==> src/hdl/vwpa_pkg.sv <==
// shared constants, command and status types for the waveform and parade accumulator
// used by every module of the block but the ram; depends on nothing
`timescale 1ns / 1ps
`default_nettype none

package vwpa_pkg;

  // trace geometry
  localparam int MAX_COLUMNS = 512;
  localparam int LEVELS      = 256;
  localparam int CHANNELS    = 3;
  localparam int TRACES      = CHANNELS + 1;
  localparam int DEPTH       = MAX_COLUMNS * LEVELS;
  localparam int ADDR_W      = $clog2(DEPTH);

  // field widths
  localparam int KIND_W  = 2;
  localparam int COL_W   = 9;
  localparam int COMP_W  = 8;
  localparam int SEL_W   = 2;
  localparam int LEVEL_W = 8;
  localparam int DATA_W  = 8;

  // item kinds
  localparam logic [KIND_W-1:0] KIND_ACCUM = 2'd0;
  localparam logic [KIND_W-1:0] KIND_READ  = 2'd1;
  localparam logic [KIND_W-1:0] KIND_CLEAR = 2'd2;

  // trace selection codes and ram lanes
  localparam logic [SEL_W-1:0] TRACE_LUMA  = 2'd0;
  localparam logic [SEL_W-1:0] TRACE_RED   = 2'd1;
  localparam logic [SEL_W-1:0] TRACE_GREEN = 2'd2;
  localparam logic [SEL_W-1:0] TRACE_BLUE  = 2'd3;

  // bt.601 luma weights and divide by 1000 via reciprocal 1048 / 2^20
  localparam int SUM_W       = 18;
  localparam int EST_W       = 9;
  localparam int RECIP_W     = 11;
  localparam int RECIP_SHIFT = 20;
  localparam logic [9:0]         W_RED   = 10'd299;
  localparam logic [9:0]         W_GREEN = 10'd587;
  localparam logic [9:0]         W_BLUE  = 10'd114;
  localparam logic [9:0]         DIVISOR = 10'd1000;
  localparam logic [RECIP_W-1:0] RECIP   = 11'd1048;

  localparam logic [DATA_W-1:0] STEP_RESET = 8'd40;
  localparam logic [DATA_W-1:0] SAT_MAX    = 8'hFF;

  typedef enum logic [7:0] {
    S_IDLE  = 8'b0000_0001,
    S_CLEAR = 8'b0000_0010,
    S_SUM   = 8'b0000_0100,
    S_EST   = 8'b0000_1000,
    S_FIX   = 8'b0001_0000,
    S_RD    = 8'b0010_0000,
    S_WR    = 8'b0100_0000,
    S_RESP  = 8'b1000_0000
  } state_e;

  typedef struct packed {
    logic load_in;
    logic calc_sum;
    logic calc_est;
    logic calc_fix;
    logic mem_rd;
    logic mem_wr;
    logic clr_step;
    logic load_out;
  } cmd_t;

  typedef struct packed {
    logic [KIND_W-1:0] kind;
    logic              clr_last;
    logic              out_free;
  } sts_t;

  // cell address is level * columns + column
  function automatic logic [ADDR_W-1:0] cell_addr(input logic [LEVEL_W-1:0] level,
                                                  input logic [COL_W-1:0]   column);
    logic [ADDR_W:0] acc;
    acc = (ADDR_W+1)'(level) * (ADDR_W+1)'(MAX_COLUMNS) + (ADDR_W+1)'(column);
    return acc[ADDR_W-1:0];
  endfunction

endpackage

`default_nettype wire

==> src/hdl/vwpa_ctrl.sv <==
// sequencing state machine for the accumulator
// depends on vwpa_pkg
`timescale 1ns / 1ps
`default_nettype none

module vwpa_ctrl (
  input  wire logic                        clk_i,
  input  wire logic                        rst_ni,
  input  wire logic                        in_valid_i,
  input  wire logic [vwpa_pkg::KIND_W-1:0] in_kind_i,
  input  wire vwpa_pkg::sts_t              sts_i,
  output logic                             in_ready_o,
  output vwpa_pkg::cmd_t                   cmd_o
);

  vwpa_pkg::state_e state_q, state_d;

  always_comb begin
    state_d    = state_q;
    cmd_o      = '0;
    in_ready_o = 1'b0;
    unique case (state_q)
      vwpa_pkg::S_IDLE: begin
        in_ready_o = 1'b1;
        if (in_valid_i) begin
          cmd_o.load_in = 1'b1;
          case (in_kind_i)
            vwpa_pkg::KIND_ACCUM: state_d = vwpa_pkg::S_SUM;
            vwpa_pkg::KIND_READ:  state_d = vwpa_pkg::S_RD;
            vwpa_pkg::KIND_CLEAR: state_d = vwpa_pkg::S_CLEAR;
            default:              state_d = vwpa_pkg::S_IDLE;
          endcase
        end
      end
      vwpa_pkg::S_CLEAR: begin
        cmd_o.clr_step = 1'b1;
        if (sts_i.clr_last) begin
          state_d = vwpa_pkg::S_IDLE;
        end
      end
      vwpa_pkg::S_SUM: begin
        cmd_o.calc_sum = 1'b1;
        state_d        = vwpa_pkg::S_EST;
      end
      vwpa_pkg::S_EST: begin
        cmd_o.calc_est = 1'b1;
        state_d        = vwpa_pkg::S_FIX;
      end
      vwpa_pkg::S_FIX: begin
        cmd_o.calc_fix = 1'b1;
        state_d        = vwpa_pkg::S_RD;
      end
      vwpa_pkg::S_RD: begin
        cmd_o.mem_rd = 1'b1;
        state_d = (sts_i.kind == vwpa_pkg::KIND_READ) ? vwpa_pkg::S_RESP : vwpa_pkg::S_WR;
      end
      vwpa_pkg::S_WR: begin
        cmd_o.mem_wr = 1'b1;
        state_d      = vwpa_pkg::S_IDLE;
      end
      vwpa_pkg::S_RESP: begin
        if (sts_i.out_free) begin
          cmd_o.load_out = 1'b1;
          state_d        = vwpa_pkg::S_IDLE;
        end
      end
      default: state_d = vwpa_pkg::S_IDLE;
    endcase
  end

  // reset lands in the clearing sweep
  always_ff @(posedge clk_i or negedge rst_ni) begin
    if (!rst_ni) begin
      state_q <= vwpa_pkg::S_CLEAR;
    end else begin
      state_q <= state_d;
    end
  end

endmodule

`default_nettype wire

==> config.mk <==
export PLATFORM = sky130hd
export DESIGN_NAME = vwpa_ctrl
export DESIGN_NICKNAME = d
export VERILOG_FILES = /design/src/hdl/vwpa_pkg.sv /design/src/hdl/vwpa_ctrl.sv
export SDC_FILE = /design/constraint.sdc
export NUM_CORES = 1
export LEC_CHECK = 0
export ABC_CLOCK_PERIOD_IN_PS = 4000
export CORE_AREA = 2 2 39 41
export DETAILED_ROUTE_END_ITERATION = 7
export DIE_AREA = 0 0 41 43
export DONT_BUFFER_PORTS = 1
export PLACE_DENSITY_LB_ADDON = 0.12
export SLEW_MARGIN = 20
export SYNTH_ARGS = -nofsm -noshare
export SYNTH_HDL_FRONTEND = slang
export SYNTH_SLANG_ARGS = --single-unit
==> constraint.sdc <==
create_clock -name clk_i -period 4 [get_ports clk_i]
set_input_delay 0.4 -clock clk_i [delete_from_list [all_inputs] [get_ports clk_i]]
set_output_delay 0.4 -clock clk_i [all_outputs]
set_load 0.02 [all_outputs]
### Word level (Yosys, flattened, before mapping)

Index checks and enable logic that the tools add are counted.

| storage, ports and cells | value |
|---|---|
| register bits after elaboration | 8 |
| input port bits | 9 |
| output and inout bits | 9 |
| logic and storage cells | 34 |

| cells by class | value |
|---|---|
| equality and inequality tests | 14 |
| mux-type cells | 17 |
| reduce and logical (&&, ||, !) cells | 2 |

Operators with widths:

| kind | number |
|---|---|
| $pmux 8 s7 | 1 |
| $mux 8 | 4 |
| $pmux 6 s3 | 1 |
| $mux 1 | 11 |
| $eq 8x1->1 const B | 1 |
| $eq 8x2->1 const B | 1 |
| $eq 8x3->1 const B | 1 |
| $eq 8x4->1 const B | 1 |
| $eq 8x5->1 const B | 1 |
| $eq 8x6->1 const B | 1 |
| $eq 8x7->1 const B | 1 |
| $eq 8x8->1 const B | 1 |
| $ne 2x2->1 const B | 3 |
| $eq 2x1->1 const B | 2 |
| $reduce_and 3->1 | 1 |
| $eq 2x2->1 const B | 1 |
| $logic_not 2->1 | 1 |

### Logic depth before layout (Yosys ltp)

| logic depth | value |
|---|---|
| depth in word-level cells | 4 |
| depth in mapped cells | 6 |

### Least setup slack after synthesis

OpenSTA, ideal clock, no wires.

| path | value |
|---|---|
| kind | register to output |
| start | register state_q[0] |
| end | output cmd_o[2] in the netlist's numbering |
| arrival time | 1601 ps |
| required time | 3600 ps |
| path slack | 1999 ps |
| cell stages (with the launch flop) | 3 |
| buffers on the path | 0 |
| path through | dfrtp_1 > or4b_2 > nor3b_1 |

RTL lines:

| element | line | text |
|---|---|---|
| from (decl) | vwpa_ctrl.sv:16 | `vwpa_pkg::state_e state_q, state_d;` |
| from (signal assigned) | vwpa_ctrl.sv:74 | `state_q <= vwpa_pkg::S_CLEAR;` |
| from (signal assigned) | vwpa_ctrl.sv:76 | `state_q <= state_d;` |
| to (decl) | vwpa_ctrl.sv:13 | `output vwpa_pkg::cmd_t cmd_o` |

==> flow_metrics.tcl <==
set metrics [dict create \
    status "complete, no violations" \
    coreArea_mm2 0.001384 \
    dpl.cell_count 67 \
    wl_mm 1.039 \
    cap_violations 0 \
    rsz0062_at_grt "no" \
    synth_warnings 0 \
    yosysTopAreaCell "dfrtp_1" \
    end_kind "output pin" \
    r2r_end "state_q[1]$_DFFE_PN1P_" \
    p_leak_nw 0.2557 \
    clockBufferDepth 2 \
    period_minus_slack_ns 2.398 \
    vias 408 \
    instances_no_fill 72 \
    grt_max_degree 9 \
    overflow 0 \
    cts-resized-gates 0 \
    reg2reg_from "state_q[5]$_DFFE_PN0P_" \
    setup_tns_ns 0 \
    peakVddDrop_v 0.0002131 \
    critical-path-slowest-cell "nor4b_1" \
    drtPass1Iterations 4 \
    synth_cell_types 30 \
    synth_area_um2 505.5 \
    worstPathCellList "nor3_1, nand2_1, nor4b_1" \
    area_delta_synth_final_pct 6.931 \
    final_cell_mix "7 x inv_1, 7 x dfrtp_1, 5 x nor2_1, 4 x nor4b_1" \
    io_buffers 0 \
    drtAntennaViolNets 0 \
    worstSetupStartpointType "flip-flop" \
    num_antenna_cells 0 \
    cts_tree "built" \
    r2r_cells 4 \
    drt_drc_violations_left 0 \
    arrival_ns 2.00 \
    synth_area_per_cell_um2 9.361 \
    finalCritPeriodShare 0.5994 \
    syn_inst 54 \
    final-hold-violation-count 0 \
    via_per_inst 5.667 \
    final.setup_skew_ns 0.005976 \
    synthArstFlopShare 1.000 \
    crit_fanout 5 \
    die_y_um 43 \
    pwr_density_cell_mw_per_mm2 472.0 \
    holdPathEnd "state_q[2]$_DFFE_PN0P_" \
    min_path_cells 1 \
    setup_ws_ns 1.602 \
    grt_usage 0.1585 \
    ys_top_cells_by_area "dfrtp_1 35%, nor4b_1 6.9%, dfstp_2 5.2%" \
    io_pins 18 \
    dr.first_iter.drc_count 12 \
    largest_reg_flops 8 \
    initial_core_util 0.3653 \
    synth_edf_count 0 \
    tightest_slew_ns 0.9801 \
    grt_busiest_layer "met2" \
    die_w_um 41 \
    setup_viol 0 \
    design_area_um2 540.5 \
    maxSlewViolCount 0 \
    layout-drive-gt1-share 0.1786 \
    root_buffer "clkbuf_4" \
    slew_headroom 0.3374 \
    top_regs "state_q: 8 flops" \
    synth_top_flop_cell "dfrtp_1" \
    die-area_mm2 0.001763 \
    grt.met2_usage 0.2094 \
    cts.clk_slew.worst_paths_ns 0.06 \
    cpPeakStageDelay_ns 0.84 \
    use_met1 0.1973 \
    cts_num_sinks 8 \
    place_ws_ns 1.894 \
    insertion_delay_ns 0.26 \
    critPathKind "flip-flop to output pin" \
    grt_pass1_wl_mm 1.773 \
    first_global_vias 396 \
    grtUsageMet3 0.04712 \
    crit_buf_inv 0 \
    regMostFlops "state_q" \
    synth_top_area_frac 0.3465 \
    hpwlAfterDp_um 819.8 \
    min_path_type "primary input to flip-flop" \
    gp_congestion 0.7635 \
    ys_ff_latch 8 \
    wl_per_cell_um 14.43 \
    rows 14 \
    antenna_found_initial 0 \
    synth.net_count 63 \
    ctsHtreeMaxLevel 1 \
    postPlaceCellArea_um2 504.2 \
    min_from "in_kind_i[0]" \
    path_delay_family "simple AND/OR/NAND/NOR gates" \
    ys_seq_area_frac 0.3985 \
    crit_cells 3 \
    cts-buffers-inserted 3 \
    holdWs_ns 0.1905 \
    rrSetupSlack_ns 2.30 \
    nets 66 \
    required_ns 3.60 \
    max_freq_mhz 417.1 \
]
report_power, final:
part | switching (mW) | internal, mW
Combinational | 0.0512 | 0.0318
Sequential | 0.0138 | 0.0904
Clock | 0.0296 | 0.0383
stage by stage:
step	total power, mW	utilization
floorplan	0.1854	-
global placement	0.1837	0.3644
detailed placement	0.1861	0.3644
CTS	0.2589	0.3906
global route	0.2763	0.3906
finish	0.2551	0.3906
synth_stat cells (all sizes together) (2+ instances only):
cell type  n
dfrtp      7
and3       2
inv        7
a21oi      2
buf        2
nor3b      3
o21ai      3
nand4      2
nor3       2
nor4b      4
nor2       5
per-layer routing:
metal | vias up | routed length (um) | part of all wire
met1 | 189 | 428 | 0.41
met3 | 5 | 68 | 0.065
met2 | 15 | 495 | 0.48
li1 | 199 | - | -
met5 | - | 0 | 0
met4 | 0 | 46 | 0.044
how the worst max path moves through the flow:
stage | startpoint | end | slack (ns)
after global placement | state_q[0]$_DFFE_PN0P_ | cmd_o[5] | 1.91
after floorplan | state_q[0]$_DFFE_PN0P_ | cmd_o[2] | 2.00
after global routing | state_q[0]$_DFFE_PN0P_ | cmd_o[5] | 1.43
after detailed placement | state_q[0]$_DFFE_PN0P_ | cmd_o[5] | 1.89
final | state_q[0]$_DFFE_PN0P_ | cmd_o[5] | 1.60
after CTS | state_q[0]$_DFFE_PN0P_ | cmd_o[5] | 1.59
what timing repair did:
item | CTS | global route
hold buffers | 1 | 0
endpoints found under the hold margin | 8 | 0
buffers inserted | 0 | 0
kinds of logic after synthesis:
kind of cell | after synthesis | synth area share
XOR/XNOR | 1 | 0.01733
AND/OR/NAND/NOR | 25 | 0.3540
AO/OA/AOI/OAI | 10 | 0.1361
buffers and inverters | 10 | 0.09405
flip-flops | 8 | 0.3985
worst reg2reg max path: stages (launching register included):
cell	delay (ns)
dfrtp_1	0.47
nor3_4	0.30
and3_1	0.43
and2_4	0.26
a32o_1	0.17
final cells by class:
class	instances	area (um^2)
clock buffers	4	26.28
flip-flops and latches	8	201.4
inverters	7	26.28
repair buffers	1	10.01
well taps	16	20.02
fillers	146	843.3
multi-input cells	36	256.5
No activity file was read; power rests on OpenSTA's default activity.
